## config.mk

```make
export PLATFORM = sky130hd
export DESIGN_NAME = ring_queue_address_controller_core
export DESIGN_NICKNAME = d
export VERILOG_FILES = /design/src/rtl/rqac_pkg.sv /design/src/rtl/rqac_alu.sv /design/src/rtl/rqac_ctrl.sv /design/src/rtl/ring_queue_address_controller_core.sv
export SDC_FILE = /design/constraint.sdc
export NUM_CORES = 1
export LEC_CHECK = 0
export BUFFER_PORTS_ARGS = -buffer_cell sky130_fd_sc_hd__buf_2
export CAP_MARGIN = 20
export CORE_AREA = 2 2 202 204
export CTS_BUF_LIST = sky130_fd_sc_hd__clkbuf_4 sky130_fd_sc_hd__clkbuf_8
export DETAILED_ROUTE_END_ITERATION = 6
export DIE_AREA = 0 0 204 206
export PLACE_DENSITY = 0.65
export REMOVE_ABC_BUFFERS = 1
export SETUP_SLACK_MARGIN = 0.2
export SLEW_MARGIN = 20
export SYNTH_ARGS = -nofsm -noshare
export SYNTH_HDL_FRONTEND = slang
export SYNTH_SLANG_ARGS = --single-unit
```

## constraint.sdc

```tcl
create_clock -name clock -period 12 [get_ports clock]
set_clock_uncertainty 0.15 [all_clocks]
set_input_delay 2.4 -clock clock [delete_from_list [all_inputs] [get_ports clock]]
set_output_delay 2.4 -clock clock [all_outputs]
set_load 0.01 [all_outputs]
```

## src/rtl/rqac_pkg.sv

```systemverilog
`timescale 1ns / 1ps
`default_nettype none

package rqac_pkg;

   // Size of the external memory that holds the queue region, in bytes.
   parameter logic [32:0] MEM_BYTES = 33'd8388608;

   parameter int unsigned ADDR_W   = 23;
   parameter int unsigned COUNT_W  = 24;
   parameter int unsigned ENTRY_W  = 16;
   parameter int unsigned STATUS_W = 3;
   parameter int unsigned OP_W     = 2;
   parameter int unsigned CSR_IDX_W = 2;
   parameter int unsigned CSR_DATA_W = 24;
   parameter int unsigned ALU_W    = 24;

   // Restoring divide: one quotient bit per step. Shift-add multiply: one
   // multiplier bit per step.
   parameter int unsigned DIV_STEPS = 24;
   parameter int unsigned MUL_STEPS = 16;
   parameter int unsigned STEP_W    = 5;

   parameter logic [ADDR_W-1:0]  RESET_BASE   = 23'd0;
   parameter logic [COUNT_W-1:0] RESET_REGION = 24'd8388608;
   parameter logic [ENTRY_W-1:0] RESET_ENTRY  = 16'd1;

   parameter logic RESET_OK = (RESET_ENTRY != 16'd0)
      && (RESET_REGION >= COUNT_W'(RESET_ENTRY))
      && ((33'(RESET_BASE) + 33'(RESET_REGION)) <= MEM_BYTES);

   parameter logic [COUNT_W-1:0] RESET_CAP =
      RESET_OK ? COUNT_W'(RESET_REGION / RESET_ENTRY) : '0;

   typedef enum logic [OP_W-1:0] {
      OP_PUT   = 2'd0,
      OP_GET   = 2'd1,
      OP_PEEK  = 2'd2,
      OP_CLEAR = 2'd3
   } opcode_type;

   typedef enum logic [STATUS_W-1:0] {
      ST_OK      = 3'd0,
      ST_FULL    = 3'd1,
      ST_EMPTY   = 3'd2,
      ST_INVALID = 3'd3,
      ST_FAULT   = 3'd4
   } status_type;

   typedef enum logic [CSR_IDX_W-1:0] {
      CSR_REGION_BASE  = 2'd0,
      CSR_REGION_BYTES = 2'd1,
      CSR_ENTRY_BYTES  = 2'd2
   } csr_index_type;

   typedef enum logic [2:0] {
      S_IDLE,
      S_CHECK,
      S_DIV,
      S_MUL,
      S_FINISH
   } state_type;

   // Strobes from the sequencer to the datapath.
   typedef struct packed {
      logic accept;
      logic check;
      logic div_step;
      logic div_last;
      logic mul_step;
      logic finish;
   } ctrl_type;

endpackage

`default_nettype wire

```

## src/rtl/rqac_alu.sv

```systemverilog
`timescale 1ns / 1ps
`default_nettype none

// The adder shared by the multiply and divide. Subtract mode adds the complement plus one;
// the carry out then means no borrow.
module rqac_alu (
   input  wire logic [rqac_pkg::ALU_W-1:0] op_a,
   input  wire logic [rqac_pkg::ALU_W-1:0] op_b,
   input  wire logic                       subtract,
   output logic      [rqac_pkg::ALU_W:0]   sum
);

   logic [rqac_pkg::ALU_W-1:0] b_eff;

   always_comb begin
      b_eff = subtract ? ~op_b : op_b;
      sum   = {1'b0, op_a} + {1'b0, b_eff} + {{rqac_pkg::ALU_W{1'b0}}, subtract};
   end

endmodule

`default_nettype wire

```

## src/rtl/rqac_ctrl.sv

```systemverilog
`timescale 1ns / 1ps
`default_nettype none

module rqac_ctrl (
   input  wire logic              clock,
   input  wire logic              reset,
   input  wire logic              start,
   input  wire logic              cfg_write,
   input  wire logic              xfer_now,
   input  wire logic              check_ok,
   output logic                   busy,
   output rqac_pkg::ctrl_type     ctrl
);

   rqac_pkg::state_type          state_ff, state_in;
   logic [rqac_pkg::STEP_W-1:0]  step_ff, step_in;

   always_ff @(posedge clock) begin
      if (reset) begin
         state_ff <= rqac_pkg::S_IDLE;
         step_ff  <= '0;
      end else begin
         state_ff <= state_in;
         step_ff  <= step_in;
      end
   end

   always_comb begin
      state_in = state_ff;
      step_in  = step_ff;
      ctrl     = '0;
      busy     = (state_ff != rqac_pkg::S_IDLE);
      case (state_ff)
         rqac_pkg::S_IDLE: begin
            if (start) begin
               ctrl.accept = 1'b1;
               step_in     = '0;
               state_in    = xfer_now ? rqac_pkg::S_MUL : rqac_pkg::S_FINISH;
            end
         end
         rqac_pkg::S_CHECK: begin
            ctrl.check = 1'b1;
            step_in    = '0;
            state_in   = check_ok ? rqac_pkg::S_DIV : rqac_pkg::S_IDLE;
         end
         rqac_pkg::S_DIV: begin
            ctrl.div_step = 1'b1;
            step_in       = step_ff + rqac_pkg::STEP_W'(1);
            if (step_ff == rqac_pkg::STEP_W'(rqac_pkg::DIV_STEPS - 1)) begin
               ctrl.div_last = 1'b1;
               state_in      = rqac_pkg::S_IDLE;
            end
         end
         rqac_pkg::S_MUL: begin
            ctrl.mul_step = 1'b1;
            step_in       = step_ff + rqac_pkg::STEP_W'(1);
            if (step_ff == rqac_pkg::STEP_W'(rqac_pkg::MUL_STEPS - 1)) begin
               state_in = rqac_pkg::S_FINISH;
            end
         end
         rqac_pkg::S_FINISH: begin
            ctrl.finish = 1'b1;
            state_in    = rqac_pkg::S_IDLE;
         end
         default: begin
            state_in = rqac_pkg::S_IDLE;
         end
      endcase
      // A register write restarts validation and the capacity divide.
      if (cfg_write) begin
         state_in = rqac_pkg::S_CHECK;
      end
   end

endmodule

`default_nettype wire

```

## src/rtl/ring_queue_address_controller_core.sv

```systemverilog
`timescale 1ns / 1ps
`default_nettype none

// Address and bookkeeping controller for a ring queue of fixed-size items in
// an external memory region. A command beat is taken when start is high and
// busy is low; exactly one result beat follows, shown for one cycle with
// rsp_valid high, and the receiver cannot stall it, so it must capture the
// result in that cycle. A put, get or peek that issues a transfer passes
// from acceptance through a shift-add multiply over the 16 bits of the item
// size, which forms base plus index times item size, and then the pointer
// update; a command that issues no transfer (clear, refused, invalid
// configuration) goes from acceptance straight to the pointer update. Busy
// falls in the cycle the result is shown, so the next command can be taken
// then. Every write to one of the three configuration registers clears the
// pointers and count and then keeps busy high for a validation step plus, for a
// valid region, a restoring division of the 24 region bits into the capacity
// in items; writes to an undefined index are ignored. Configuration must
// only be written while no command is in progress. The multiply and divide
// run through one shared 24-bit adder under a small sequencer.
module ring_queue_address_controller_core (
   input  wire logic                              clock,
   input  wire logic                              reset,
   input  wire logic                              start,
   output logic                                   busy,
   input  wire logic [rqac_pkg::OP_W-1:0]         req_opcode,
   input  wire logic                              req_access_failed,
   output logic                                   rsp_valid,
   output logic      [rqac_pkg::STATUS_W-1:0]     rsp_status,
   output logic      [rqac_pkg::ADDR_W-1:0]       rsp_access_address,
   output logic                                   rsp_access_strobe,
   output logic      [rqac_pkg::COUNT_W-1:0]      rsp_item_count,
   output logic                                   rsp_is_empty,
   output logic                                   rsp_is_full,
   input  wire logic                              csr_we,
   input  wire logic [rqac_pkg::CSR_IDX_W-1:0]    csr_index,
   input  wire logic [rqac_pkg::CSR_DATA_W-1:0]   csr_wdata
);

   localparam int unsigned AW = rqac_pkg::ADDR_W;
   localparam int unsigned CW = rqac_pkg::COUNT_W;
   localparam int unsigned EW = rqac_pkg::ENTRY_W;

   // Configuration registers.
   logic [AW-1:0] base_ff;
   logic [CW-1:0] region_ff;
   logic [EW-1:0] entry_ff;

   // Queue state.
   logic [AW-1:0] rd_idx_ff, rd_idx_in;
   logic [AW-1:0] wr_idx_ff, wr_idx_in;
   logic [CW-1:0] held_ff, held_in;
   logic [CW-1:0] cap_ff;
   logic          setup_ok_ff;

   // Command held while the sequencer works on it.
   rqac_pkg::opcode_type op_ff;
   rqac_pkg::status_type status_ff, status_now;
   logic                 xfer_ff, xfer_now;

   // Multiply and divide working registers.
   logic [AW-1:0]   acc_ff, acc_in;
   logic [AW-1:0]   mcand_ff;
   logic [EW-1:0]   mplier_ff;
   logic [CW-1:0]   qd_ff, qd_in;
   logic [EW-1:0]   rem_ff, rem_in;
   logic [EW:0]     rem_sh;
   logic            div_ge;

   // Result registers.
   logic                 rsp_valid_ff;
   rqac_pkg::status_type rsp_status_ff;
   logic [AW-1:0]        rsp_addr_ff;
   logic                 rsp_strobe_ff;
   logic [CW-1:0]        rsp_count_ff;
   logic                 rsp_empty_ff;
   logic                 rsp_full_ff;

   logic                 cfg_write;
   logic                 check_ok;
   rqac_pkg::opcode_type req_op;
   rqac_pkg::ctrl_type   ctrl;

   logic [rqac_pkg::ALU_W-1:0] alu_a, alu_b;
   logic                       alu_sub;
   logic [rqac_pkg::ALU_W:0]   alu_sum;

   function automatic logic [AW-1:0] advance(input logic [AW-1:0] idx,
                                             input logic [CW-1:0] cap);
      logic [CW-1:0] nxt;
      nxt = {1'b0, idx} + CW'(1);
      return (nxt >= cap) ? '0 : nxt[AW-1:0];
   endfunction

   assign req_op    = rqac_pkg::opcode_type'(req_opcode);
   assign cfg_write = csr_we && ((csr_index == rqac_pkg::CSR_REGION_BASE)
                                 || (csr_index == rqac_pkg::CSR_REGION_BYTES)
                                 || (csr_index == rqac_pkg::CSR_ENTRY_BYTES));

   // Region check: nonzero item size, at least one item, region inside memory.
   assign check_ok = (entry_ff != '0)
      && (region_ff >= CW'(entry_ff))
      && ((33'(base_ff) + 33'(region_ff)) <= rqac_pkg::MEM_BYTES);

   // Decision at acceptance: which status the command gets and whether a
   // transfer is issued.
   always_comb begin
      status_now = rqac_pkg::ST_OK;
      xfer_now   = 1'b0;
      if (req_op == rqac_pkg::OP_CLEAR) begin
         status_now = rqac_pkg::ST_OK;
      end else if (!setup_ok_ff) begin
         status_now = rqac_pkg::ST_INVALID;
      end else if (req_op == rqac_pkg::OP_PUT) begin
         if (held_ff >= cap_ff) begin
            status_now = rqac_pkg::ST_FULL;
         end else begin
            xfer_now   = 1'b1;
            status_now = req_access_failed ? rqac_pkg::ST_FAULT : rqac_pkg::ST_OK;
         end
      end else begin
         if (held_ff == '0) begin
            status_now = rqac_pkg::ST_EMPTY;
         end else begin
            xfer_now   = 1'b1;
            status_now = req_access_failed ? rqac_pkg::ST_FAULT : rqac_pkg::ST_OK;
         end
      end
   end

   rqac_ctrl u_ctrl (
      .clock     (clock),
      .reset     (reset),
      .start     (start),
      .cfg_write (cfg_write),
      .xfer_now  (xfer_now),
      .check_ok  (check_ok),
      .busy      (busy),
      .ctrl      (ctrl)
   );

   // The shared adder compares the partial remainder with the item size while
   // dividing, and adds the shifted index into the address while multiplying.
   assign rem_sh = {rem_ff, qd_ff[CW-1]};

   always_comb begin
      if (ctrl.div_step) begin
         alu_a   = rqac_pkg::ALU_W'(rem_sh);
         alu_b   = rqac_pkg::ALU_W'(entry_ff);
         alu_sub = 1'b1;
      end else begin
         alu_a   = rqac_pkg::ALU_W'(acc_ff);
         alu_b   = rqac_pkg::ALU_W'(mcand_ff);
         alu_sub = 1'b0;
      end
   end

   rqac_alu u_alu (
      .op_a     (alu_a),
      .op_b     (alu_b),
      .subtract (alu_sub),
      .sum      (alu_sum)
   );

   always_comb begin
      div_ge = alu_sum[rqac_pkg::ALU_W];
      rem_in = div_ge ? alu_sum[EW-1:0] : rem_sh[EW-1:0];
      qd_in  = {qd_ff[CW-2:0], div_ge};
      acc_in = mplier_ff[0] ? alu_sum[AW-1:0] : acc_ff;
   end

   // Pointer and count update at the end of a command. A fault or a peek
   // leaves them as they are.
   always_comb begin
      rd_idx_in = rd_idx_ff;
      wr_idx_in = wr_idx_ff;
      held_in   = held_ff;
      if (op_ff == rqac_pkg::OP_CLEAR) begin
         rd_idx_in = '0;
         wr_idx_in = '0;
         held_in   = '0;
      end else if (xfer_ff && (status_ff == rqac_pkg::ST_OK)) begin
         if (op_ff == rqac_pkg::OP_PUT) begin
            wr_idx_in = advance(wr_idx_ff, cap_ff);
            held_in   = held_ff + CW'(1);
         end else if (op_ff == rqac_pkg::OP_GET) begin
            rd_idx_in = advance(rd_idx_ff, cap_ff);
            held_in   = held_ff - CW'(1);
         end
      end
   end

   // Control state: configuration, pointers, capacity and result strobe.
   always_ff @(posedge clock) begin
      if (reset) begin
         base_ff      <= rqac_pkg::RESET_BASE;
         region_ff    <= rqac_pkg::RESET_REGION;
         entry_ff     <= rqac_pkg::RESET_ENTRY;
         rd_idx_ff    <= '0;
         wr_idx_ff    <= '0;
         held_ff      <= '0;
         cap_ff       <= rqac_pkg::RESET_CAP;
         setup_ok_ff  <= rqac_pkg::RESET_OK;
         rsp_valid_ff <= 1'b0;
      end else begin
         rsp_valid_ff <= ctrl.finish;
         if (cfg_write) begin
            case (csr_index)
               rqac_pkg::CSR_REGION_BASE:  base_ff   <= csr_wdata[AW-1:0];
               rqac_pkg::CSR_REGION_BYTES: region_ff <= csr_wdata[CW-1:0];
               rqac_pkg::CSR_ENTRY_BYTES:  entry_ff  <= csr_wdata[EW-1:0];
               default: begin
               end
            endcase
            rd_idx_ff <= '0;
            wr_idx_ff <= '0;
            held_ff   <= '0;
         end else if (ctrl.finish) begin
            rd_idx_ff <= rd_idx_in;
            wr_idx_ff <= wr_idx_in;
            held_ff   <= held_in;
         end
         if (ctrl.check) begin
            setup_ok_ff <= check_ok;
            if (!check_ok) begin
               cap_ff <= '0;
            end
         end
         if (ctrl.div_last) begin
            cap_ff <= qd_in;
         end
      end
   end

   // Working registers and result payload.
   always_ff @(posedge clock) begin
      if (ctrl.accept) begin
         op_ff     <= req_op;
         status_ff <= status_now;
         xfer_ff   <= xfer_now;
         acc_ff    <= base_ff;
         mcand_ff  <= (req_op == rqac_pkg::OP_PUT) ? wr_idx_ff : rd_idx_ff;
         mplier_ff <= entry_ff;
      end else if (ctrl.mul_step) begin
         acc_ff    <= acc_in;
         mcand_ff  <= {mcand_ff[AW-2:0], 1'b0};
         mplier_ff <= {1'b0, mplier_ff[EW-1:1]};
      end
      if (ctrl.check) begin
         qd_ff  <= region_ff;
         rem_ff <= '0;
      end else if (ctrl.div_step) begin
         qd_ff  <= qd_in;
         rem_ff <= rem_in;
      end
      if (ctrl.finish) begin
         rsp_status_ff <= status_ff;
         rsp_addr_ff   <= xfer_ff ? acc_ff : '0;
         rsp_strobe_ff <= xfer_ff;
         rsp_count_ff  <= held_in;
         rsp_empty_ff  <= (held_in == '0);
         rsp_full_ff   <= (held_in >= cap_ff);
      end
   end

   assign rsp_valid          = rsp_valid_ff;
   assign rsp_status         = rsp_status_ff;
   assign rsp_access_address = rsp_addr_ff;
   assign rsp_access_strobe  = rsp_strobe_ff;
   assign rsp_item_count     = rsp_count_ff;
   assign rsp_is_empty       = rsp_empty_ff;
   assign rsp_is_full        = rsp_full_ff;

`ifndef NO_ASSERTIONS
   a_rsp_after_finish: assert property (@(posedge clock) disable iff (reset)
      rsp_valid_ff |-> $past(ctrl.finish))
      else $error("result beat without a finished command");

   a_rsp_single_beat: assert property (@(posedge clock) disable iff (reset)
      rsp_valid_ff |=> !rsp_valid_ff)
      else $error("result beat lasted more than one cycle");

   a_held_in_range: assert property (@(posedge clock) disable iff (reset)
      held_ff <= cap_ff)
      else $error("item count exceeds capacity");

   a_idx_in_range: assert property (@(posedge clock) disable iff (reset)
      (cap_ff != '0) |-> ((CW'(rd_idx_ff) < cap_ff) && (CW'(wr_idx_ff) < cap_ff)))
      else $error("queue index outside capacity");

   a_no_xfer_no_addr: assert property (@(posedge clock) disable iff (reset)
      (rsp_valid_ff && !rsp_strobe_ff) |-> (rsp_addr_ff == '0))
      else $error("address given without a transfer");
`endif

endmodule

`default_nettype wire
```

======== Yosys cells after proc, flatten, opt, wreduce, memory -nomap -nowiden ========
Cells that the tools add are included.
operators by class
  multiplexer cells ....................... 57
  equality and inequality tests ........... 19
  shifts and indexed selects .............. 0
  magnitude comparators ................... 6
  divide/modulo/power cells ............... 0
  $add $sub $neg .......................... 8
  reduce and logical (&&, ||, !) cells .... 36
  $mul .................................... 0
  bitwise operators ....................... 2
operators with widths
  cell                     number
  $mux W23                 17
  $mux W24                 10
  $ge A24 B24 Y1           4
  $add A23 B24 Y25         2
  $add A23 B1 Y24 const B  2
  $logic_not A24 Y1        2
  $mux W16                 3
  $add A25 B1 Y25          1
  $le A25 B24 Y1 const B   1
  $add A24 B1 Y24 const B  1
  $ge A24 B16 Y1           1
  $mux W3                  8
  $not A23 Y24             1
  $sub A24 B1 Y24 const B  1
  $reduce_bool A16 Y1      1
  $pmux W5 S3              1
  $reduce_bool A2 Y1       7
  $mux W1                  13
  $pmux W3 S4              1
  $reduce_and A2 Y1        6
  $reduce_and A3 Y1        3
  $eq A2 B2 Y1 const B     3
  $eq A3 B2 Y1 const B     2
  $logic_not A2 Y1         3
  other kinds (19)         34
storage, ports and cells
  ROM bits ................................ 0
  bits in latches ......................... 0
  input bits .............................. 33
  flip-flop bits (word level) ............. 328
  memory bits (writable) .................. 0
  memories ................................ 0

======== Logic depth before layout (Yosys ltp) ========
Gate-level depths: netlist of run 1.
  word-level depth ........................ 11
  depth in mapped cells ................... 21

======== Hierarchy ========
From an unflattened synthesis of run 1, not the netlist that was laid out.
unflattened totals
  cells, all modules ...................... 2184
  area total of the unflattened synthesis .. 20405.8 um^2
modules (own cells, without submodules)
  module                              area each (um^2)  cells an instance  instances
  ring_queue_address_controller_core  18425.2           1917               1
  rqac_alu                            1476.4            209                1
  rqac_ctrl                           504.2             58                 1

======== Worst setup path before layout of run 1 ========
No wires, ideal clock.
  path kind ............................... register -> register
  from .................................... register u_ctrl.state_ff[1]
  to ...................................... register rem_ff[10]
  setup time .............................. 0.167 ns
  data required time ...................... 11.683 ns
  setup slack ............................. 7.564 ns
  arrival ................................. 4.120 ns
  clock period less this slack ............ 4.436 ns
  path buffers ............................ 6
  stages on the path, launching flop included .. 21
  path through ............................ dfxtp_1 -> buf_2 -> or3b_1 -> clkbuf_1 -> clkbuf_1 -> clkbuf_1 -> nand2_1 -> o21ai_0 -> fa_1 -> a21o_1 -> a21oi_1 -> o211ai_1 -> nand2_1 -> o22ai_1 -> o41ai_1 -> a21oi_1 -> clkbuf_1 -> buf_1 -> mux2i_1 -> nand2_1 -> o21ai_0
on the way
  word-level cells in the longest chain between the ends .. 8
  elaborated cells between the ends (all ways) .. 12
  classes of those cells .................. 2 x add/sub; 2 x eq/ne; 7 x mux; 1 x bitwise
ends and longest elaborated chain
  what                      line                                       RTL
  start: declaration        rqac_ctrl.sv:15                            rqac_pkg::state_type state_ff, state_in;
  start signal: assignment  rqac_ctrl.sv:20                            state_ff <= rqac_pkg::S_IDLE;
  start signal: assignment  rqac_ctrl.sv:23                            state_ff <= state_in;
  $eq A3 B2 Y1              rqac_ctrl.sv:33                            case (state_ff)
  $mux W2                   rqac_ctrl.sv:33
  $mux W23                  ring_queue_address_controller_core.sv:146  if (ctrl.div_step) begin
  $not A23 Y24              rqac_alu.sv:16                             b_eff = subtract ? ~op_b : op_b;
  $mux W24                  rqac_alu.sv:16
  $add A23 B24 Y25          rqac_alu.sv:17                             sum = {1'b0, op_a} + {1'b0, b_eff} + {{rqac_pkg::ALU_W{1'b0}}, subtract};
  $add A25 B1 Y25           rqac_alu.sv:17
  $mux W16                  ring_queue_address_controller_core.sv:166  rem_in = div_ge ? alu_sum[EW-1:0] : rem_sh[EW-1:0];
  end signal: assignment    ring_queue_address_controller_core.sv:253  rem_ff <= rem_in;
  end: declaration          ring_queue_address_controller_core.sv:65   logic [EW-1:0] rem_ff, rem_in;
Several ways; a longest one is shown, not always the timed one.
A chain may end at the register's enable or synchronous reset.

======== Worst setup path in the final report of run 1 ========
  from .................................... register rd_idx_ff[0]
  to ...................................... register rd_idx_ff[4]
on the way
  word-level cells in the longest chain between the ends .. 7
ends and longest elaborated chain
  what                      line                                       RTL
  start: declaration        ring_queue_address_controller_core.sv:49   logic [AW-1:0] rd_idx_ff, rd_idx_in;
  start signal: assignment  ring_queue_address_controller_core.sv:218  rd_idx_ff <= rd_idx_in;
  $add A23 B1 Y24 *         ring_queue_address_controller_core.sv:90   nxt = {1'b0, idx} + CW'(1);
  $ge A24 B24 Y1            ring_queue_address_controller_core.sv:91   return (nxt >= cap) ? '0 : nxt[AW-1:0];
  $mux W23 *                ring_queue_address_controller_core.sv:91
  $mux W23 *                ring_queue_address_controller_core.sv:185  end else if (op_ff == rqac_pkg::OP_GET) begin
  $mux W23 *                ring_queue_address_controller_core.sv:182  if (op_ff == rqac_pkg::OP_PUT) begin
  $mux W23 *                ring_queue_address_controller_core.sv:181  end else if (xfer_ff && (status_ff == rqac_pkg::ST_OK)) begin
  $mux W23 *                ring_queue_address_controller_core.sv:177  if (op_ff == rqac_pkg::OP_CLEAR) begin
Every way passes the cells marked *; elsewhere a longest branch is shown, timed or not. The select of a mux whose other input is x is not followed.

==> results.ini, run 1 <==
[run_status]
outcome=finished, final reports clean

[logic_synthesis]
synth_cells=2277
yosys.cell_types.count=80
netlist.area_leader.share=0.2210
synth_seq_cells=328
ys.flop_type=dfxtp_1
async_flop_share=0
synth.top_cells.by_area=edfxtp_1 (22%), dfxtp_1 (19%), ha_1 (11%)
yosysSeqAreaShare=0.4069
yosysTopAreaCell=edfxtp_1
yosysMostFrequentCell=nand2_1
synth_common_cells=nand2_1 (457), a21oi_1 (196), dfxtp_1 (183)
ys_warn_count=0
synth_edf_count=145
syn_area_um2=19710
syn_area_per_cell_um2=8.654

[clock_tree]
cts_inserted_buffers=54
htree_levels=2
post_cts_buffers=0
cts.reportedPaths.clkPinSlew_ns=0.06
ctsHoldBuffers=0
cts_tree=done
clk-insertion-delay-late_ns=0.65
clockRootBuffer=clkbuf_8
clk_path_buf_depth=3
post_cts_resized=0
cts_sinks=328

[timing]
finalMaxSlewViolations=0
hold_viol=0
period_share=0.4199
rsz0062_at_grt=no
tns_ns=0
timing.slew.headroom=0.2598
setup_violations=0
fmax_ghz=0.1985
finalCriticalPeriod_ns=5.039
tightest_slew_ns=1.110

[layout]
fill_cells=3813
register_area_um2=8018
drive_above_1_share=0.1062
stdcell_count=2904
areaGrowthSynthToFinish_pct=10.48
diodes=0
multi_input_area_um2=10960
nets=2528

[global_route]
grt_max_degree=93
grt_use_total=0.2704
overflow=0
grt_pass1_wl_um=88890
antenna_found_initial=0
grt_pass1_vias=16170

[floorplan]
dieArea_um2=42020
start_util=0.4904
ios=88
die_y_um=206
fp.dieW_um=204
core_um2=40180
fp-row-count=74

[drt]
routedWlPerCell_um=19.39
vias=16990
drt-total-wl_um=56310
drt_iter0_markers=1466
ant_nets=0
vias_per_cell=5.852
drc_errors=0
dr.pass1.iters=6

[placement]
place_inst=2800
portBuffers=87
gp_congestion=0.9227
post-dp-hpwl_um=41840

[setup_path]
required_ns=12.40
reg2reg_from=rd_idx_ff[0]$_SDFFE_PP0P_
criticalPathCategory=reg2reg
critPathArrivalTime_ns=5.44
cp-startpoint=rd_idx_ff[0]$_SDFFE_PP0P_
cp-end-kind=flop
critPathLaunchType=flop
critPathMaxFanout=16

[hold_path]
hold_path_class=reg2reg
hold_start=cap_ff[19]$_SDFFE_PP0P_

[pwr]
leakage_nw=8.756
ir_drop_v=0.00008760
cellPowerDensity_nw_per_um2=138.5

[run]
drv_cap=0

## layout by cell type (no fill, tap or decap), types with 17 or more instances in the layout
master	Yosys	routed
nand2_1	457	455
a21oi_1	196	195
dfxtp_1	183	183
ha_1	167	167
o21ai_0	156	156
edfxtp_1	145	145
nor2_1	135	133
buf_2	8	87
inv_1	80	79
clkbuf_8	0	67
xnor2_1	55	55
a21o_1	49	49
nand3_1	47	47
mux2i_1	44	44
xor2_1	37	37
nor3_1	34	33
and2_1	33	33
a22o_1	30	30
nand2b_1	28	28
nand4_1	25	25
and3_1	22	22
buf_4	0	18
a22oi_1	17	17
## final timing paths
path | end | slack, ns | cells after the start
worst max register to register | rd_idx_ff[4]$_SDFFE_PP0P_ | 6.96 | 18
worst min register to register | cap_ff[19]$_SDFFE_PP0P_ | 0.32 | 1
worst max-delay path | rd_idx_ff[4]$_SDFFE_PP0P_ | 6.96 | 18
worst min-delay path | cap_ff[19]$_SDFFE_PP0P_ | 0.32 | 1
## report_power, final
group	internal (W)	switching (W)
Combinational	0.000231	0.000363
Sequential	0.00127	0.0000494
Clock	0.000625	0.000481
Total	0.00212	0.000893
## through the flow
stage / instance area, µm² / utilization / worst slack, ns / hold WS, ns / total power [W]
global placement: 20510 / 0.5104 / 6.858 / 0.3099 / 0.001912
global route: 21770 / 0.5418 / 6.435 / 0.3389 / 0.003160
detailed placement: 20510 / 0.5104 / 6.712 / 0.3074 / 0.001927
CTS: 21740 / 0.5411 / 6.755 / 0.3249 / 0.003033
finish: 21770 / 0.5418 / 6.961 / 0.3218 / 0.003016
floorplan: 19240 / - / 6.367 / 0.2872 / 0.001751
## registers in the layout (all words and copies together), names as in the netlist, 2 cells and up
name,count
u_ctrl.step_ff,5
rsp_access_address,23
rsp_status,3
held_ff,24
cap_ff,24
qd_ff,24
entry_ff,16
rsp_item_count,24
rd_idx_ff,23
mplier_ff,16
op_ff,2
wr_idx_ff,23
mcand_ff,23
status_ff,3
u_ctrl.state_ff,3
base_ff,23
region_ff,24
acc_ff,23
rem_ff,16
## cells by family after synthesis
logic type / after synthesis / synth area share
and+or+nand+nor: 887 / 0.2075
AOI/OAI and AO/OA: 560 / 0.1744
DFF: 328 / 0.4069
buffers and inverters: 195 / 0.03880
adders and majority gates: 169 / 0.1081
xor gates and xnor gates: 92 / 0.04089
muxes: 46 / 0.02349
## area by class of cell
cell class,count,share of cell area
Clock inverter,25,0.01080
Multi-Input combinational cell,1754,0.5033
Sequential cell,328,0.3683
Timing Repair Buffer,107,0.02724
Clock buffer,77,0.04580
Tap cell,532,0.03057
Inverter,81,0.01397
## critical path, stage by stage (launching register included)
cell      delay [ns]
dfxtp_1         0.44
ha_1            0.26
and3_1          0.26
and3_1          0.25
and3_1          0.24
and3_1          0.30
nand2_1         0.11
nor2_1          0.32
nand2_1         0.15
xnor2_1         0.16
ha_1            0.29
nor2b_1         0.13
o21ai_0         0.13
nand2_1         0.10
or3_1           0.33
o22a_1          0.38
nor2_2          0.63
nand3b_1        0.16
a21oi_1         0.16
## layer usage
layer	GRT usage	wire, µm	vias to the layer above
met5	0	0	-
met4	0.1051	2071	0
met3	0.04037	4058	108
met2	0.4187	24300	591
met1	0.3809	25890	8103
li1	-	-	8191
(Power assumes the default switching activity.)
==> inputs of run 2 (changes only) <==
--- a/config.mk
+++ b/config.mk
@@ -11,7 +11,7 @@
 export CTS_BUF_LIST = sky130_fd_sc_hd__clkbuf_4 sky130_fd_sc_hd__clkbuf_8
 export DETAILED_ROUTE_END_ITERATION = 6
 export DIE_AREA = 0 0 204 206
-export PLACE_DENSITY = 0.65
+export PLACE_DENSITY = 0.68
 export REMOVE_ABC_BUFFERS = 1
 export SETUP_SLACK_MARGIN = 0.2
 export SLEW_MARGIN = 20
==> constraint.sdc (replaced) <==
create_clock -name clock -period 4.5 [get_ports clock]
set_clock_uncertainty 0.15 [all_clocks]
set_input_delay 0.9 -clock clock [delete_from_list [all_inputs] [get_ports clock]]
set_output_delay 0.9 -clock clock [all_outputs]
set_load 0.01 [all_outputs]
==> run 2 against run 1 <==
Effect of this change:
- the run now ends with design-rule violations left
- clock power increased to 2.6 times the previous value
- sequential cell count unchanged
- critical path depth up 2
- worst setup slack worse by 6.6 ns
- power rose to 2.7 times the previous value
- sequential share of layout area decreased by 0.65 points
- critical path type unchanged
==> results.ini, run 2 (synthesis results as in run 1) <==
[clock_tree]
htree_levels=2
clk_path_buf_depth=3
cts_sinks=328
cts.reportedPaths.clkPinSlew_ns=0.06
cts_inserted_buffers=56
ctsHoldBuffers=0
cts_tree=done
clockRootBuffer=clkbuf_8
clk-insertion-delay-late_ns=0.70

[floorplan]
fp.dieW_um=204
dieArea_um2=42020
ios=88
die_y_um=206
core_um2=40180
fp-row-count=74
start_util=0.4904

[setup_path]
slowest_delay_ns=0.37
critPathTopFamily=simple AND/OR/NAND/NOR gates
cpMaxStageDelayCell=dfxtp_2
critPathMaxFanout=7
crit_top_cell=nand2_1
cp_num_buf_inv=2
r2r_slack_ns=0.39
cp.depth=20
ff2ff_path_depth=20
criticalPathCategory=reg2reg
cp-end-kind=flop
required_ns=4.93
critPathLaunchType=flop
critPathArrivalTime_ns=4.54
crit_chain=ha_4, and3_4, and3_2, and3_4, and3_1, nand2_1, nor2_2, buf_4, nand2_1, xnor2_1, ha_1, nor2b_1, o21ai_0, nand2_1, or3_4, o22a_4, nor2_4, buf_4, nand3b_1, a21oi_1

[drt]
drc_errors=1
drt_iter0_markers=1446
vias_per_cell=5.881
routedWlPerCell_um=19.47
drt-total-wl_um=57230
ant_nets=0
dr.pass1.iters=7
vias=17290

[pwr]
leakage_nw=8.931
ir_drop_v=0.0002574
cellPowerDensity_nw_per_um2=361.9

[run]
drv_cap=0

[global_route]
grt_pass1_wl_um=88940
grt_use_total=0.2702
grt_max_degree=92
overflow=0
antenna_found_initial=2
grt_pass1_vias=16040

[layout]
nets=2565
drive_above_1_share=0.1342
design_area_um2=22190
final_common_cell=nand2_1
areaGrowthSynthToFinish_pct=12.62
diodes=0
final_cell_mix=nand2_1 (455), a21oi_1 (195), dfxtp_1 (177)

[timing]
timing.slew.headroom=0.2318
finalMaxSlewViolations=0
tightest_slew_ns=1.149
rsz0062_at_grt=yes
hold_slack_ns=0.2798
finalCriticalPeriod_ns=4.110
fmax_ghz=0.2433
setup_violations=0
hold_viol=0
period_share=0.9132

[hold_path]
hold-path-cell-count=3
hold_path_class=in2reg

[placement]
gp_congestion=0.9617
placed_area_um2=20780
portBuffers=87
post-dp-hpwl_um=42940

[run_status]
violations=design-rule violations
outcome=finished with violations

run 2: cell count changes in the layout (fill, tap and decap cells not counted), sizes merged:
cell | before | now
bufinv | 4 | 2
inv | 82 | 83
clkbuf | 77 | 86
buf | 107 | 142
clkinvlp | 4 | 1
clkinv | 16 | 11
run 2: worst reg2reg max path, stage by stage (launching register included):
cell      delay (ns)
dfxtp_2         0.37
ha_4            0.16
and3_4          0.21
and3_2          0.23
and3_4          0.22
and3_1          0.18
nand2_1         0.10
nor2_2          0.17
buf_4           0.15
nand2_1         0.07
xnor2_1         0.14
ha_1            0.29
nor2b_1         0.13
o21ai_0         0.17
nand2_1         0.14
or3_4           0.36
o22a_4          0.24
nor2_4          0.12
buf_4           0.17
nand3b_1        0.10
a21oi_1         0.16
run 2: area by class of cell:
type | count | area [µm²]
Timing Repair Buffer | 142 | 882.1
Multi-Input combinational cell | 1754 | 11130
Fill cell | 3692 | 17990
Sequential cell | 328 | 8028
Clock buffer | 86 | 1027
Tap cell | 532 | 665.6
Inverter | 81 | 304.0
Clock inverter | 16 | 155.1
run 2: worst paths after layout:
check                                          startpoint                         end
worst max-delay path            rd_idx_ff[1]$_SDFFE_PP0P_   rd_idx_ff[9]$_SDFFE_PP0P_
worst min register to register    cap_ff[12]$_SDFFE_PP0P_     cap_ff[12]$_SDFFE_PP0P_
worst min-delay path                        csr_wdata[23]  region_ff[23]$_SDFFE_PP1P_
worst max register to register  rd_idx_ff[1]$_SDFFE_PP0P_   rd_idx_ff[9]$_SDFFE_PP0P_
run 2: through the flow:
step / utilization / worst slack, ns / instances / total power [W] / TNS [ns]
final: 0.5523 / 0.3905 / 2939 / 0.008032 / 0
after detailed placement: 0.5170 / 0.1512 / 2832 / 0.005185 / 0
after floorplan: - / -0.5893 / 2163 / 0.004670 / -8.595
after global placement: 0.5170 / 0.3315 / 2832 / 0.005149 / 0
after CTS: 0.5465 / 0.2032 / 2934 / 0.008052 / 0
after global routing: 0.5523 / 0.1784 / 2939 / 0.008410 / 0
run 2: where the power goes:
| part | leakage, nW | total [W] | switching (W) | internal (W) |
|---|---|---|---|---|
| clock | 0.630 | 0.00287 | 0.00129 | 0.00158 |
| sequential | 2.87 | 0.00349 | 0.000113 | 0.00338 |
| combinational | 5.43 | 0.00168 | 0.00102 | 0.000657 |
run 2: timing repair:
action	in CTS	in global routing
buffers inserted	0	4
setup endpoints to repair	15	68
pin swaps	0	4
resized for setup	1	55
cloned	0	1
run 2: routing by layer:
metal / part of all wire / track usage / vias up
li1: - / - / 8267
met2: 0.44 / 0.4189 / 650
met3: 0.077 / 0.03721 / 103
met4: 0.033 / 0.1058 / 4
met5: 0.00047 / 0 / -
met1: 0.45 / 0.3817 / 8261
